--- src/rtl/core/stp_bpdu_field_parser_defines.svh ---
// Assertion macros used by the parser top-level file.
`ifndef STP_BPDU_FIELD_PARSER_DEFINES_SVH
`define STP_BPDU_FIELD_PARSER_DEFINES_SVH

// Same-cycle implication, checked outside reset.
`define SBP_ASSERT_NOW(label, ante, cons) \
    label: assert property (@(posedge clk) disable iff (!rst_n) (ante) |-> (cons)) \
        else $error("parser assertion failed");

// Next-cycle implication, checked outside reset.
`define SBP_ASSERT_NEXT(label, ante, cons) \
    label: assert property (@(posedge clk) disable iff (!rst_n) (ante) |=> (cons)) \
        else $error("parser assertion failed");

`endif

--- src/rtl/core/sbp_pkg.sv ---
package sbp_pkg;

    localparam int S_TDATA_W = 24;
    localparam int M_TDATA_W = 256;
    localparam int M_TUSER_W = 5;
    localparam int SBP_QUEUE_DEPTH = 2;

    localparam logic [7:0]  SAP_STP     = 8'h42;
    localparam logic [10:0] LLC_HDR_LEN = 11'd3;
    localparam logic [10:0] CLASSIC_LEN = 11'd36;
    localparam logic [10:0] MIN_BOUND   = 11'd4;
    localparam logic [7:0]  TYPE_CONFIG = 8'h00;
    localparam logic [7:0]  TYPE_TCN    = 8'h80;
    localparam logic [7:0]  TYPE_RST    = 8'h02;
    localparam logic [7:0]  VER_RST     = 8'd2;
    localparam logic [7:0]  VER_MSTP    = 8'd3;

    typedef enum logic [1:0] {
        ST_REJECT = 2'd0,
        ST_SHORT  = 2'd1,
        ST_FULL   = 2'd2
    } sbp_status_t;

    typedef enum logic [1:0] {
        KIND_CONFIG = 2'd0,
        KIND_TCN    = 2'd1,
        KIND_RST    = 2'd2
    } sbp_kind_t;

    // One finished frame as handed from the front to the back.
    typedef struct packed {
        logic        hdr_ok;
        logic [10:0] bound;
        logic [7:0]  version;
        logic [7:0]  type_code;
        logic [7:0]  flags;
        logic [63:0] root;
        logic [31:0] cost;
        logic [63:0] bridge;
        logic [15:0] port;
        logic [63:0] timer;
    } sbp_rec_t;

    typedef struct packed {
        logic full;
        logic empty;
    } sbp_qstat_t;

endpackage

--- src/rtl/core/stp_bpdu_field_parser.sv ---
// Parses the LLC payload of an 802.3 frame carrying a spanning tree BPDU, one byte per
// transfer starting at DSAP, and returns one result transfer for each frame, after the
// byte marked by tlast. Input bytes are taken one per cycle with no gap between frames;
// the front end updates a position counter and one capture register per byte, and a
// two-entry frame queue lets the result register stall without holding up the input
// until two finished frames wait in the queue, when s_tready drops.
// m_tvalid rises when a finished frame moves from the queue into a free output register.
// Rejected frames carry all-zero data, short reports carry only the version byte, and
// timers are left in raw 8.8 form.
`include "stp_bpdu_field_parser_defines.svh"

module stp_bpdu_field_parser #(
    parameter int QUEUE_DEPTH = sbp_pkg::SBP_QUEUE_DEPTH
) (
    input  logic                          clk,
    input  logic                          rst_n,
    input  logic                          s_tvalid,
    output logic                          s_tready,
    // data_byte [7:0], frame_length [18:8], zero fill [23:19]
    input  logic [sbp_pkg::S_TDATA_W-1:0] s_tdata,
    input  logic                          s_tlast,
    output logic                          m_tvalid,
    input  logic                          m_tready,
    // proto_version, bpdu_flags, root_identifier, path_cost, bridge_identifier,
    // port_identifier, age_timers, hello_forward_timers
    output logic [sbp_pkg::M_TDATA_W-1:0] m_tdata,
    // status [1:0], bpdu_kind [3:2], mstp_present [4]
    output logic [sbp_pkg::M_TUSER_W-1:0] m_tuser
);
    import sbp_pkg::*;

    sbp_qstat_t q_stat;
    sbp_rec_t   push_rec, pop_rec;
    logic       push, pop;

    sbp_front u_front (
        .clk      (clk),
        .rst_n    (rst_n),
        .in_valid (s_tvalid),
        .in_ready (s_tready),
        .in_byte  (s_tdata[7:0]),
        .in_decl  (s_tdata[18:8]),
        .in_last  (s_tlast),
        .q_stat   (q_stat),
        .push     (push),
        .push_rec (push_rec)
    );

    sbp_queue #(
        .DEPTH (QUEUE_DEPTH)
    ) u_queue (
        .clk      (clk),
        .rst_n    (rst_n),
        .push     (push),
        .push_rec (push_rec),
        .pop      (pop),
        .pop_rec  (pop_rec),
        .stat     (q_stat)
    );

    sbp_back u_back (
        .clk       (clk),
        .rst_n     (rst_n),
        .q_stat    (q_stat),
        .rec       (pop_rec),
        .pop       (pop),
        .out_valid (m_tvalid),
        .out_ready (m_tready),
        .out_data  (m_tdata),
        .out_user  (m_tuser)
    );

    `SBP_ASSERT_NEXT(a_frame_queued, s_tvalid && s_tready && s_tlast, !q_stat.empty)
    `SBP_ASSERT_NOW(a_reject_zero, m_tvalid && m_tuser[1:0] == ST_REJECT,
                    m_tdata == '0 && m_tuser[4:2] == 3'd0)
    `SBP_ASSERT_NOW(a_short_only_version, m_tvalid && m_tuser[1:0] == ST_SHORT,
                    m_tdata[M_TDATA_W-1:8] == '0 && !m_tuser[4])
    `SBP_ASSERT_NOW(a_mstp_full, m_tvalid && m_tuser[4], m_tuser[1:0] == ST_FULL)

endmodule

--- src/rtl/core/sbp_front.sv ---
module sbp_front (
    input  logic             clk,
    input  logic             rst_n,
    input  logic             in_valid,
    output logic             in_ready,
    input  logic [7:0]       in_byte,
    input  logic [10:0]      in_decl,
    input  logic             in_last,
    input  sbp_pkg::sbp_qstat_t q_stat,
    output logic             push,
    output sbp_pkg::sbp_rec_t push_rec
);
    import sbp_pkg::*;

    logic [15:0] pos_reg, pos_next, idx, pos_inc, cb;
    logic [10:0] lb_reg, lb_next, lb_cur;
    logic        hdr_reg, hdr_next;
    logic [7:0]  ver_reg, ver_next, type_reg, type_next, flags_reg, flags_next;
    logic [63:0] root_reg, root_next, bridge_reg, bridge_next, timer_reg, timer_next;
    logic [31:0] cost_reg, cost_next;
    logic [15:0] port_reg, port_next;
    logic [7:0]  ver_cap, type_cap, flags_cap;
    logic [63:0] root_cap, bridge_cap, timer_cap;
    logic [31:0] cost_cap;
    logic [15:0] port_cap;
    logic        hdr_cap, accept;

    assign in_ready = !q_stat.full;
    assign accept   = in_valid && in_ready;
    assign push     = accept && in_last;

    always_comb
    begin
        lb_cur     = (pos_reg == 16'd0) ?
                     ((in_decl > LLC_HDR_LEN) ? in_decl - LLC_HDR_LEN : 11'd0) : lb_reg;
        idx        = pos_reg - 16'd3;
        hdr_cap    = hdr_reg;
        ver_cap    = ver_reg;
        type_cap   = type_reg;
        flags_cap  = flags_reg;
        root_cap   = root_reg;
        cost_cap   = cost_reg;
        bridge_cap = bridge_reg;
        port_cap   = port_reg;
        timer_cap  = timer_reg;
        if (pos_reg < 16'd3)
        begin
            if (pos_reg < 16'd2 && in_byte != SAP_STP)
            begin
                hdr_cap = 1'b0;
            end
        end
        else if (idx < {5'd0, lb_cur})
        begin
            if (idx < 16'd2)
            begin
                if (in_byte != 8'd0)
                begin
                    hdr_cap = 1'b0;
                end
            end
            else if (idx == 16'd2)
            begin
                ver_cap = in_byte;
            end
            else if (idx == 16'd3)
            begin
                type_cap = in_byte;
            end
            else if (idx == 16'd4)
            begin
                flags_cap = in_byte;
            end
            else if (idx <= 16'd12)
            begin
                root_cap = {root_reg[55:0], in_byte};
            end
            else if (idx <= 16'd16)
            begin
                cost_cap = {cost_reg[23:0], in_byte};
            end
            else if (idx <= 16'd24)
            begin
                bridge_cap = {bridge_reg[55:0], in_byte};
            end
            else if (idx <= 16'd26)
            begin
                port_cap = {port_reg[7:0], in_byte};
            end
            else if (idx <= 16'd34)
            begin
                timer_cap = {timer_reg[55:0], in_byte};
            end
        end
        pos_inc = (pos_reg == 16'hFFFF) ? pos_reg : pos_reg + 16'd1;
        cb      = pos_reg - 16'd2;
    end

    always_comb
    begin
        push_rec.hdr_ok    = hdr_cap && (pos_reg >= 16'd2);
        push_rec.bound     = (cb < {5'd0, lb_cur}) ? cb[10:0] : lb_cur;
        push_rec.version   = ver_cap;
        push_rec.type_code = type_cap;
        push_rec.flags     = flags_cap;
        push_rec.root      = root_cap;
        push_rec.cost      = cost_cap;
        push_rec.bridge    = bridge_cap;
        push_rec.port      = port_cap;
        push_rec.timer     = timer_cap;
    end

    always_comb
    begin
        if (in_last)
        begin
            pos_next    = 16'd0;
            lb_next     = 11'd0;
            hdr_next    = 1'b1;
            ver_next    = 8'd0;
            type_next   = 8'd0;
            flags_next  = 8'd0;
            root_next   = 64'd0;
            cost_next   = 32'd0;
            bridge_next = 64'd0;
            port_next   = 16'd0;
            timer_next  = 64'd0;
        end
        else
        begin
            pos_next    = pos_inc;
            lb_next     = lb_cur;
            hdr_next    = hdr_cap;
            ver_next    = ver_cap;
            type_next   = type_cap;
            flags_next  = flags_cap;
            root_next   = root_cap;
            cost_next   = cost_cap;
            bridge_next = bridge_cap;
            port_next   = port_cap;
            timer_next  = timer_cap;
        end
    end

    always_ff @(posedge clk or negedge rst_n)
    begin
        if (!rst_n)
        begin
            pos_reg    <= 16'd0;
            lb_reg     <= 11'd0;
            hdr_reg    <= 1'b1;
            ver_reg    <= 8'd0;
            type_reg   <= 8'd0;
            flags_reg  <= 8'd0;
            root_reg   <= 64'd0;
            cost_reg   <= 32'd0;
            bridge_reg <= 64'd0;
            port_reg   <= 16'd0;
            timer_reg  <= 64'd0;
        end
        else if (accept)
        begin
            pos_reg    <= pos_next;
            lb_reg     <= lb_next;
            hdr_reg    <= hdr_next;
            ver_reg    <= ver_next;
            type_reg   <= type_next;
            flags_reg  <= flags_next;
            root_reg   <= root_next;
            cost_reg   <= cost_next;
            bridge_reg <= bridge_next;
            port_reg   <= port_next;
            timer_reg  <= timer_next;
        end
    end

endmodule

--- src/rtl/core/sbp_queue.sv ---
module sbp_queue #(
    parameter int DEPTH = sbp_pkg::SBP_QUEUE_DEPTH
) (
    input  logic                clk,
    input  logic                rst_n,
    input  logic                push,
    input  sbp_pkg::sbp_rec_t   push_rec,
    input  logic                pop,
    output sbp_pkg::sbp_rec_t   pop_rec,
    output sbp_pkg::sbp_qstat_t stat
);
    import sbp_pkg::*;

    localparam int PTR_W = (DEPTH > 1) ? $clog2(DEPTH) : 1;
    localparam int CNT_W = $clog2(DEPTH + 1);

    sbp_rec_t         mem_reg [DEPTH];
    logic [PTR_W-1:0] wr_ptr_reg, wr_ptr_next, rd_ptr_reg, rd_ptr_next;
    logic [CNT_W-1:0] count_reg, count_next;

    assign pop_rec    = mem_reg[rd_ptr_reg];
    assign stat.full  = (count_reg == CNT_W'(DEPTH));
    assign stat.empty = (count_reg == '0);

    always_comb
    begin
        wr_ptr_next = wr_ptr_reg;
        rd_ptr_next = rd_ptr_reg;
        if (push)
        begin
            wr_ptr_next = (wr_ptr_reg == PTR_W'(DEPTH - 1)) ? '0 : wr_ptr_reg + PTR_W'(1);
        end
        if (pop)
        begin
            rd_ptr_next = (rd_ptr_reg == PTR_W'(DEPTH - 1)) ? '0 : rd_ptr_reg + PTR_W'(1);
        end
        case ({push, pop})
            2'b10:   count_next = count_reg + CNT_W'(1);
            2'b01:   count_next = count_reg - CNT_W'(1);
            default: count_next = count_reg;
        endcase
    end

    always_ff @(posedge clk)
    begin
        if (push)
        begin
            mem_reg[wr_ptr_reg] <= push_rec;
        end
    end

    always_ff @(posedge clk or negedge rst_n)
    begin
        if (!rst_n)
        begin
            wr_ptr_reg <= '0;
            rd_ptr_reg <= '0;
            count_reg  <= '0;
        end
        else
        begin
            wr_ptr_reg <= wr_ptr_next;
            rd_ptr_reg <= rd_ptr_next;
            count_reg  <= count_next;
        end
    end

endmodule

--- src/rtl/core/sbp_back.sv ---
module sbp_back (
    input  logic                            clk,
    input  logic                            rst_n,
    input  sbp_pkg::sbp_qstat_t             q_stat,
    input  sbp_pkg::sbp_rec_t               rec,
    output logic                            pop,
    output logic                            out_valid,
    input  logic                            out_ready,
    output logic [sbp_pkg::M_TDATA_W-1:0]   out_data,
    output logic [sbp_pkg::M_TUSER_W-1:0]   out_user
);
    import sbp_pkg::*;

    logic                 valid_reg, valid_next;
    logic [M_TDATA_W-1:0] data_reg, data_next;
    logic [M_TUSER_W-1:0] user_reg, user_next;
    logic                 ok, type_ok, mstp;
    sbp_kind_t            kind;
    sbp_status_t          status;

    assign pop       = !q_stat.empty && (!valid_reg || out_ready);
    assign out_valid = valid_reg;
    assign out_data  = data_reg;
    assign out_user  = user_reg;

    always_comb
    begin
        type_ok = 1'b1;
        kind    = KIND_CONFIG;
        if (rec.type_code == TYPE_CONFIG)
        begin
            kind = KIND_CONFIG;
        end
        else if (rec.type_code == TYPE_TCN)
        begin
            kind = KIND_TCN;
        end
        else if (rec.type_code == TYPE_RST && rec.version >= VER_RST)
        begin
            kind = KIND_RST;
        end
        else
        begin
            type_ok = 1'b0;
        end
        ok = rec.hdr_ok && (rec.bound >= MIN_BOUND) && type_ok;
        if (!ok)
        begin
            status = ST_REJECT;
        end
        else if (kind == KIND_TCN || rec.bound < CLASSIC_LEN - 11'd1)
        begin
            status = ST_SHORT;
        end
        else
        begin
            status = ST_FULL;
        end
        mstp = (status == ST_FULL) && (rec.version >= VER_MSTP) && (rec.bound > CLASSIC_LEN);
    end

    always_comb
    begin
        case (status)
            ST_FULL:
            begin
                data_next = {rec.timer[31:0], rec.timer[63:32], rec.port, rec.bridge,
                             rec.cost, rec.root, rec.flags, rec.version};
                user_next = {mstp, kind, status};
            end
            ST_SHORT:
            begin
                data_next = {{(M_TDATA_W - 8){1'b0}}, rec.version};
                user_next = {1'b0, kind, status};
            end
            default:
            begin
                data_next = '0;
                user_next = '0;
            end
        endcase
        if (pop)
        begin
            valid_next = 1'b1;
        end
        else if (out_ready)
        begin
            valid_next = 1'b0;
        end
        else
        begin
            valid_next = valid_reg;
        end
    end

    always_ff @(posedge clk)
    begin
        if (pop)
        begin
            data_reg <= data_next;
            user_reg <= user_next;
        end
    end

    always_ff @(posedge clk or negedge rst_n)
    begin
        if (!rst_n)
        begin
            valid_reg <= 1'b0;
        end
        else
        begin
            valid_reg <= valid_next;
        end
    end

endmodule

--- config.mk ---
export PLATFORM = sky130hd
export DESIGN_NAME = stp_bpdu_field_parser
export DESIGN_NICKNAME = d
export VERILOG_FILES = /design/src/rtl/core/sbp_pkg.sv /design/src/rtl/core/stp_bpdu_field_parser.sv /design/src/rtl/core/sbp_front.sv /design/src/rtl/core/sbp_queue.sv /design/src/rtl/core/sbp_back.sv
export VERILOG_INCLUDE_DIRS = /design/src /design/src/rtl/core
export SDC_FILE = /design/constraint.sdc
export NUM_CORES = 1
export LEC_CHECK = 0
export BUFFER_PORTS_ARGS = -buffer_cell sky130_fd_sc_hd__clkbuf_2
export CAP_MARGIN = 5
export CORE_MARGIN = 2
export CORE_UTILIZATION = 42
export CTS_BUF_LIST = sky130_fd_sc_hd__clkbuf_8 sky130_fd_sc_hd__clkbuf_16
export DETAILED_ROUTE_END_ITERATION = 12
export PLACE_DENSITY_LB_ADDON = 0.08
export SETUP_SLACK_MARGIN = 0.3
export SLEW_MARGIN = 25
export SYNTH_ARGS = -nofsm -noshare
export SYNTH_HDL_FRONTEND = slang
export SYNTH_SLANG_ARGS = --single-unit
--- constraint.sdc ---
create_clock -name clk -period 24.3 [get_ports clk]
set_input_delay 2.43 -clock clk [delete_from_list [all_inputs] [get_ports clk]]
set_output_delay 2.43 -clock clk [all_outputs]
set_load 0.005 [all_outputs]
== After elaboration in Yosys (flattened, before gate mapping) ==
Memories as Yosys holds them, arrays and structs flattened.
Index checks and enable logic that the tools add are counted.
Storage, ports and cells
  register bits: 558
  bits in latches: 0
  bits in writable memories: 552
  memory bits (read-only): 0
  input port bits: 29
  output and inout port bits: 263
  word-level logic and storage cells: 176
  memories: 1
Cells by class
  $add $sub $neg: 8
  multiply operators: 0
  divide/modulo/power cells: 0
  magnitude comparators: 17
  equality and inequality tests: 14
  shift operators: 0
  multiplexer cells: 97
  bitwise gates (word level): 0
  reductions and logical operators: 22
Memory list
  u_queue.mem_reg: depth 2, bits a word 276, rd ports 1, clocked after memory_dff 0, wr ports 1, RTL line sbp_queue.sv:17  | sbp_rec_t mem_reg [DEPTH];
Operators with widths (count)
  $mux W64: 30
  $pmux W256 S2: 1
  $mux W32: 9
  $mux W16: 13
  $mux W8: 18
  $le A16 B5 Y1 const B: 3
  $lt A16 B2 Y1 const B: 3
  $mux W11: 4
  $eq A16 B2 Y1 const B: 2
  $lt A16 B11 Y1: 2
  $sub A16 B2 Y16 const B: 2
  $add A16 B1 Y16 const B: 1
  $eq A16 B16 Y1 const B: 1
  $eq A16 B3 Y1 const B: 1
  $ge A16 B2 Y1 const B: 1
  $ge A8 B2 Y1 const B: 2
  $le A16 B4 Y1 const B: 1
  $le A16 B6 Y1 const B: 1
  $logic_not A16 Y1: 1
  $mux W1: 15
  $ge A11 B3 Y1 const B: 1
  $gt A11 B2 Y1 const B: 1
  $gt A11 B6 Y1 const B: 1
  $lt A11 B6 Y1 const B: 1
  21 further kinds: 43

== Depth between registers and ports, before layout ==
Gate-level depths: netlist of run 1.
  depth in word-level cells: 14
  depth in mapped cells: 20
  mapped depth without buffers: 14

== Modules after synthesis ==
From an unflattened synthesis of run 1, not the netlist that was laid out.
Second synthesis, totals
  cells, all modules: 3007
  area, all modules: 47311.6 µm²
By module, submodules not included
  sbp_queue: times used 1, cells each 875, area each 21055.2 µm², sequential area each 16676.0 µm²
  sbp_front: times used 1, cells each 1527, area each 16219.3 µm², sequential area each 7308.3 µm²
  sbp_back: times used 1, cells each 605, area each 10037.1 µm², sequential area each 7862.5 µm²

== Least setup slack after synthesis of run 1 ==
No wires, ideal clock.
  path type: input to register
  from: in m_tready
  to: reg u_queue.count_reg[1]
  setup time: 79 ps
  data arrival time: 17196 ps
  required time: 24221 ps
  slack: 7025 ps
  cell stages on the path: 5
  path buffers: 0
  path through: inv_1 > a21oi_1 > ha_1 > nor2_1 > xor2_1
Between the ends
  longest elaborated chain between the ends: 4
  elaborated cells between the ends (all ways): 6
  those cells by class: eq/ne (2); mux (1); reduce/logical (3)
Ends and longest elaborated chain
  from (decl): RTL line stp_bpdu_field_parser.sv:23  | input logic m_tready,
  $logic_or A1 B1 Y1 *: RTL line sbp_back.sv:21  | assign pop = !q_stat.empty && (!valid_reg || out_ready);
  $logic_and A1 B1 Y1 *: RTL line sbp_back.sv:21
  named net pop: RTL line stp_bpdu_field_parser.sv:34  | logic push, pop;
  $eq A2 B1 Y1 or $eq A2 B2 Y1 (tied branches): RTL line sbp_queue.sv:37  | case ({push, pop})
  $pmux W2 S2 or $reduce_bool A2 Y1 (tied branches)
  to (signal assigned): RTL line sbp_queue.sv:64  | count_reg <= count_next;
  to (decl): RTL line sbp_queue.sv:19  | logic [CNT_W-1:0] count_reg, count_next;
The timed path passes the listed nets; every way through them passes the cells marked *.
A chain may end at the register's enable or synchronous reset.

==> results by group, run 1 <==
Pwr
  – Clock power frac: 31.8%
  – Part of the power in combinational logic: 22.7%
  – Part of the power in registers: 45.5%
  – Net switching power: 1740 µW
  – Max IR drop VDD: 0.0000618 V
  – Static Leakage: 0.0208 µW
  – P_int: 3900 µW
  – Switch share: 30.9%
  – Pwr Density: 106 nW/µm²

Placement
  – Pre-CTS setup slack: 15.49 ns
  – Post-DP Area: 49400 µm²
  – Placed insts: 4897
  – Placer Congestion: 0.820
  – PortBufs: 286
  – Detail Placement HPWL: 69100 µm

Worst hold path
  – Min-Delay Endpoint: u_front.lb_reg[7]
  – Worst Hold Path Cells: 2
  – Worst min-delay path class: flip-flop to flip-flop
  – Worst min-delay path startpoint: u_front.lb_reg[7]

Die
  – CORE AREA: 110000 µm²
  – IO Count: 292
  – Die area: 114000 µm²
  – Site Rows: 122
  – Die height: 337 µm
  – Starting density of the core: 42.2%
  – Die Wd: 337 µm

Synthesis
  – Sequential share of the synthesized area: 68.4%
  – XOR/XNOR share of the synthesized area: 0.771%
  – Post-synth EDFFs: 813
  – Mapped Cells: 3315
  – Synthesized flop and latch total: 1110
  – Mux contribution to synthesized area: 11.9%
  – Top_reg_cell synth: edfxtp_1
  – Largest family of logic cells by synthesized area: multiplexers
  – Syn nets: 3374
  – Simple-gate portion of the synthesized area: 8.36%
  – Adder-cell share of the synthesized area: 0.806%
  – Synth warn: 0
  – Synth cell types: 77
  – Average size of a mapped cell: 14.0 µm²
  – Synth Cell Area: 46600 µm²
  – Asr flop ratio synth: 26.8%
  – Compound-Gate Fraction of Synth Area: 7.29%

Routing
  – Final routed DRC violation total: 0
  – DR vias: 28000
  – Initial DRC Count: 2161
  – Vias per inst: 5.47
  – DR WL/cell: 22.3 µm
  – Final ANT Viol Nets: 0
  – Drt first pass iters: 7
  – Drt total wl: 114000 µm

Final layout
  – Final Non-Filler Cells: 5125
  – Util after Layout: 48.4%
  – Nets: 3590
  – Final instance area: 53400 µm²
  – Commonest non-fill, non-tap cells in the layout: edfxtp_1, nor2_1, dfrtp_1
  – Layout cells sized above 1: 21.3%
  – Diode count: 0
  – Most common cell after layout, fill and taps aside: edfxtp_1
  – Max reg flops: 552
  – # fillers: 9671
  – Synth-to-layout area growth: 14.7%

CTS
  – Root Driver: clkbuf_16
  – Clock Tree Buf Depth: 3
  – Clk pin slew, worst setup/hold paths: 0.06 ns
  – Post-CTS setup buffer count: 0
  – Resize count post-CTS: 0
  – Hold Buf Count CTS: 0
  – CTS tree: yes
  – H-tree levels: 3
  – Clock latency on the worst-skew pair: 0.71 ns
  – Clk sink count: 1110
  – CTS Buf Count: 118

Setup path
  – Reg2reg path depth: 16
  – Worst-path cell chain: clkbuf_2 > or4_1 > nor4_1 > o21a_1 > nor3_1 > a21oi_1 > ha_1 > a21o_1 > a21o_1 > a211oi_1 > o2111ai_1 > or3_2 > buf_4 > or2_2 > buf_4 > o21ai_0
  – Reg2reg start: u_front.pos_reg[0]
  – Reg2Reg Capture Point: u_queue.mem_reg[1][7]
  – Worst R2R Setup Slack: 16.74 ns
  – Worst Path Max Fanout: 58
  – Slowest cell on crit path: or2_2
  – Worst EP arrival: 8.58 ns
  – Worst Setup End Kind: flip-flop
  – Max incr delay on CP: 0.69 ns
  – Crit path kind: primary input to flip-flop
  – CP required: 24.72 ns
  – CP Launch Type: primary input

STA
  – Final Hold Fails: 0
  – Final slew viol count: 0
  – Skew final: 0.0291 ns
  – Max transition margin: 28.7%
  – Fin crit share: 33.6%
  – Fin crit period: 8.16 ns
  – Final setup violation count: 0
  – Slew @ Worst Pin: 1.06 ns
  – RSZ-0062 raised after global routing: false
  – Fmax: 0.123 GHz
  – Post-route setup slack: 16.14 ns
  – Setup TNS: 0 ns

Global route
  – Initial antenna violation count: 3
  – GRT overflow: 0
  – First-pass GRT wire length: 175000 µm
  – Total track usage: 20.0%
  – Largest net degree at the start of global routing: 207
  – Vias in the first global route: 28100

Job
  – Max Cap Viol: 0

Outcome
  – Outcome: complete, no violations
==> per-layer routing <==
metal  vias up  track usage (%)  part of all wire (%)
met4         2             5.18                   1.9
li1      12800                -                     -
met5         -                0                 0.011
met3       137             2.65                   4.8
met1     14400             28.7                    46
met2       721             32.3                    47
==> power groups by stage <==
stage / sequential (µW) / combinational [µW] / clock, µW
4_1_cts: 2570 / 1300 / 1850
5_1_grt: 2600 / 1410 / 1920
2_1_floorplan: 2670 / 815 / 0
3_5_place_dp: 2610 / 1300 / 0
3_3_place_gp: 2600 / 1280 / 0
6_report: 2570 / 1280 / 1790
==> layout make-up <==
| class | instances | area [µm²] | share of cell area [%] |
|---|---|---|---|
| multi-input cells | 1931 | 13700 | 25.6 |
| inverters | 37 | 144 | 0.270 |
| clock buffers | 124 | 3050 | 5.71 |
| clock inverters | 102 | 893 | 1.67 |
| repair buffers | 333 | 1910 | 3.59 |
| well taps | 1488 | 1860 | 3.49 |
| flip-flops and latches | 1110 | 31900 | 59.7 |
==> cells by family after synthesis <==
| kind of cell | count (synthesis) |
|---|---|
| buffers and inverters | 274 |
| AOI/OAI and AO/OA | 480 |
| xor gates and xnor gates | 41 |
| and+or+nand+nor | 858 |
| muxes | 522 |
| adders and majority gates | 30 |
| DFF | 1110 |
==> cell usage after synthesis (20+ instances only) <==
library cell | number | area share (%)
a21oi_1 | 32 | 0.34
nand3_1 | 111 | 1.2
dfrtp_1 | 296 | 16
nand2_1 | 295 | 2.4
o21ai_0 | 151 | 1.6
nor3b_1 | 20 | 0.32
o211ai_1 | 79 | 1.3
mux2i_1 | 278 | 6.0
nor2_1 | 304 | 2.5
inv_1 | 36 | 0.29
mux2_1 | 21 | 0.51
o21bai_1 | 56 | 0.90
ha_1 | 30 | 0.81
buf_2 | 40 | 0.43
mux2_2 | 223 | 5.4
clkbuf_1 | 179 | 1.4
xnor2_1 | 30 | 0.56
nor3_1 | 34 | 0.37
edfxtp_1 | 813 | 52
a32o_1 | 64 | 1.4
==> critical path: cells and delay by family <==
| family | cells | cell delay, ns |
|---|---|---|
| AOI/OAI and AO/OA | 7 | 2.44 |
| adders and majority gates | 1 | 0.33 |
| and+or+nand+nor | 5 | 2.44 |
| buffers and inverters | 3 | 0.84 |
==> worst max-delay path by stage <==
stage | from | end | slack [ns] | depth (start not counted)
5_1_grt | s_tdata[13] | u_queue.mem_reg[0][7] | 15.83 | 16
2_1_floorplan | m_tready | u_queue.count_reg[1] | 7.02 | 5
6_report | s_tdata[13] | u_queue.mem_reg[1][7] | 16.14 | 16
3_5_place_dp | s_tdata[13] | u_queue.mem_reg[0][7] | 15.49 | 16
3_3_place_gp | s_tdata[13] | u_queue.mem_reg[0][7] | 15.59 | 16
4_1_cts | s_tdata[13] | u_queue.mem_reg[0][7] | 16.23 | 16
==> stage by stage <==
step | power [µW] | hold WS, ns
after CTS | 5720 | 0.492
after detailed placement | 3910 | 0.474
after floorplan | 3490 | 0.450
after global placement | 3880 | 0.468
after global routing | 5930 | 0.512
final | 5640 | 0.492
Power figures use the tool's default switching activity.
==> inputs of run 2 (changes only) <==
- ABC_AREA: unset -> 1
- clock period: 24.3 -> 7 ns (I/O delays scaled with it)
==> run 2 against run 1 <==
Net effect: final area increased by 9.9%; critical path type is now flip-flop to flip-flop; global-route usage grew 2.1 points; register-to-register slack worse by 15 ns; utilization shrank 0.31 points; sequential share of layout area shrank 5.4 points; cell count increased by 49%; synthesized cell count is 73% higher; clock skew grew 0.0057 ns; sequential power rose to 3.4 times the previous value; combinational power increased to 3.3 times the previous value; first-iteration DRC count up 48%.
==> results by group, run 2 <==
Die
  – IO Count: 292 (unchanged)
  – CORE AREA: 122000 µm² (was 110000 µm²)
  – Site Rows: 128 (was 122)
  – Die Wd: 355 µm (was 337 µm)
  – Starting density of the core: 42.5% (was 42.2%)
  – Die area: 126000 µm² (was 114000 µm²)
  – Die height: 355 µm (was 337 µm)

CTS
  – CTS Buf Count: 117 (was 118)
  – Clock latency on the worst-skew pair: 0.74 ns (was 0.71 ns)
  – Clk pin slew, worst setup/hold paths: 0.06 ns (about the same)
  – Hold Buf Count CTS: 1 (was 0)
  – H-tree levels: 3 (unchanged)
  – Root Driver: clkbuf_16 (unchanged)
  – Post-CTS setup buffer count: 0 (unchanged)
  – CTS tree: yes (unchanged)
  – Clock Tree Buf Depth: 3 (unchanged)
  – Resize count post-CTS: 0 (unchanged)
  – Clk sink count: 1110 (unchanged)

STA
  – Slew @ Worst Pin: 1.18 ns (was 1.06 ns)
  – Fmax: 0.183 GHz
  – Fin crit share: 78.0%
  – RSZ-0062 raised after global routing: false (unchanged)
  – Fin crit period: 5.46 ns
  – Final Hold Fails: 0 (unchanged)
  – Setup TNS: 0 ns (unchanged)
  – Skew final: 0.0348 ns (was 0.0291 ns)
  – Final setup violation count: 0 (unchanged)
  – Max transition margin: 21.3% (was 28.7%)
  – Final slew viol count: 0 (unchanged)

Setup path
  – Crit path kind: flip-flop to flip-flop (was primary input to flip-flop)
  – Reg2Reg Capture Point: u_queue.mem_reg[0][55] (was u_queue.mem_reg[1][7])
  – CP Launch Type: flip-flop (was primary input)
  – Worst EP arrival: 5.90 ns (was 8.58 ns)
  – Worst Setup End Kind: flip-flop (unchanged)
  – Reg2reg path depth: 22 (was 16)
  – Worst R2R Setup Slack: 1.54 ns (was 16.74 ns)
  – CP required: 7.44 ns (was 24.72 ns)
  – Reg2reg start: u_front.pos_reg[9] (was u_front.pos_reg[0])
  – Worst Path Max Fanout: 56 (was 58)

Final layout
  – Final instance area: 58600 µm² (was 53400 µm²)
  – Layout cells sized above 1: 9.50% (was 21.3%)
  – Most common cell after layout, fill and taps aside: nand2_1 (was edfxtp_1)
  – Synth-to-layout area growth: 13.2% (was 14.7%)
  – Max reg flops: 552 (unchanged)
  – Commonest non-fill, non-tap cells in the layout: nand2_1, edfxtp_1, inv_1 (was edfxtp_1, nor2_1, dfrtp_1)
  – Nets: 5958 (was 3590)

Worst hold path
  – Worst min-delay path class: primary input to flip-flop (was flip-flop to flip-flop)
  – Min-Delay Endpoint: u_back.out_valid (was u_front.lb_reg[7])
  – Worst Hold Path Cells: 3 (was 2)
  – Worst min-delay path startpoint: m_tready (was u_front.lb_reg[7])

Placement
  – Detail Placement HPWL: 83500 µm (was 69100 µm)
  – PortBufs: 286 (unchanged)
  – Post-DP Area: 54500 µm² (was 49400 µm²)
  – Placer Congestion: 0.834 (was 0.820)

Pwr
  – Pwr Density: 335 nW/µm² (was 106 nW/µm²)
  – Max IR drop VDD: 0.000353 V (was 0.0000618 V)
  – Net switching power: 6120 µW (was 1740 µW)
  – Static Leakage: 0.0274 µW (was 0.0208 µW)
  – Switch share: 31.2% (was 30.9%)
  – P_int: 13500 µW (was 3900 µW)
  – Clock power frac: 33.6% (was 31.8%)
  – Part of the power in registers: 45.1% (was 45.5%)
  – Part of the power in combinational logic: 21.3% (was 22.7%)

Synthesis
  – Synth cell types: 51 (was 77)
  – Top cells by count, synth: nand2_1, edfxtp_1, inv_1, nand3_1, dfrtp_1 (was edfxtp_1, nor2_1, dfrtp_1, nand2_1, mux2i_1)
  – Mapped Cells: 5749 (was 3315)
  – Synthesized flop and latch total: 1110 (unchanged)
  – Sequential share of the synthesized area: 61.5% (was 68.4%)
  – Top-count cell post-synth: nand2_1 (was edfxtp_1)
  – Synth warn: 0 (unchanged)
  – Average size of a mapped cell: 9.01 µm² (was 14.0 µm²)
  – Synth Cell Area: 51800 µm² (was 46600 µm²)
  – Leading area contributor after synthesis: edfxtp_1 (unchanged)
  – Syn nets: 5808 (was 3374)
  – Top_reg_cell synth: edfxtp_1 (unchanged)
  – Post-synth EDFFs: 813 (unchanged)
  – Asr flop ratio synth: 26.8% (unchanged)
  – Synth top area cells: edfxtp_1, nand2_1, dfrtp_1 (was edfxtp_1, dfrtp_1, mux2i_1)
  – Synth top area share: 47.1% (was 52.4%)

Job
  – Max Cap Viol: 0 (unchanged)

Global route
  – GRT overflow: 0 (unchanged)
  – Total track usage: 22.2% (was 20.0%)
  – Initial antenna violation count: 8 (was 3)
  – Largest net degree at the start of global routing: 158 (was 207)
  – First-pass GRT wire length: 217000 µm (was 175000 µm)
  – Vias in the first global route: 36600 (was 28100)

Routing
  – Drt first pass iters: 8 (was 7)
  – Vias per inst: 5.08 (was 5.47)
  – DR WL/cell: 18.6 µm (was 22.3 µm)
  – Final ANT Viol Nets: 0 (unchanged)
  – Final routed DRC violation total: 0 (unchanged)
  – DR vias: 38700 (was 28000)
  – Initial DRC Count: 3205 (was 2161)
  – Drt total wl: 142000 µm (was 114000 µm)

Outcome
  – Outcome: complete, no violations (unchanged)
## run 2: changes by cell type after synthesis, sizes merged, moves of 116 or more
cell and change:
a21oi +240, buf +116, inv +525, mux2 -244, mux2i -266, nand2 +2189, nand3 +204, nor2 -186
o21ai +122
## run 2: logic make-up (layout without fill, tap and decap cells)
group           count (synthesis)  count (layout)  synth area share, %
compound gates                596             596                 5.89
other cells                     0               3                    0
simple gates                 3097            3097                 24.3
xor+xnor                       29              29                0.505
flops                        1110            1110                 61.5
buf+inv                       875            1128                 6.88
mux                            12              12                0.232
fa+ha+maj                      30              30                0.724
## run 2: metal layers
layer	wire length, µm	GRT usage (%)
met5	0	0
met4	3410	6.63
met3	7830	3.23
met2	64600	34.9
met1	65900	31.8
## run 2: critical path, cell delays in order (launching register included)
cell,delay [ns]
dfrtp_1,0.50
nor2_2,0.20
nand2_1,0.12
nor2_1,0.35
nand2_1,0.20
nor2_1,0.27
inv_1,0.19
o22ai_1,0.19
inv_1,0.13
ha_1,0.31
nand2_1,0.05
inv_1,0.05
nand2_1,0.05
nand2_1,0.06
nand2_1,0.05
nand2_1,0.11
nand2_4,0.17
nand2_4,0.46
buf_4,0.63
buf_4,0.69
nand2_1,0.10
nand2_1,0.12
inv_1,0.11
## run 2: cell type report
class | instances | area, µm²
repair buffers | 342 | 1990
flip-flops and latches | 1110 | 31900
well taps | 1625 | 2030
fillers | 11500 | 63400
multi-input cells | 3764 | 16500
clock inverters | 98 | 1040
clock buffers | 124 | 3060
inverters | 564 | 2140
diodes | 3 | 7.51
## run 2: worst max path at each step
stage,from,end,cells past startpoint,slack (ns)
3_3_place_gp,u_front.pos_reg[0],u_queue.mem_reg[0][29],23,1.57
2_1_floorplan,s_tvalid,u_queue.mem_reg[0][0],5,-2.11
4_1_cts,u_front.pos_reg[9],u_queue.mem_reg[0][55],22,1.55
5_1_grt,u_front.pos_reg[0],u_queue.mem_reg[0][55],23,1.17
3_5_place_dp,u_front.pos_reg[9],u_queue.mem_reg[1][55],22,1.57
6_report,u_front.pos_reg[9],u_queue.mem_reg[0][55],22,1.54
## run 2: power by group through the flow
stage	clock, µW	sequential (µW)	combinational (µW)
finish	6600	8850	4180
global route	6990	8950	4670
CTS	6750	8860	4260
detailed placement	0	8990	4250
global placement	0	8980	4210
floorplan	0	9070	2350
## run 2: stage by stage
step                cells  total power, µW  util [%]  hold WS, ns  setup WS [ns]
floorplan            5749            11400         -        0.404          -2.11
finish               7630            19600      48.1        0.452           1.54
detailed placement   7404            13200      44.7        0.465           1.57
CTS                  7627            19900      48.0        0.395           1.55
global placement     7404            13200      44.7        0.461           1.57
global route         7627            20600      48.0        0.452           1.17
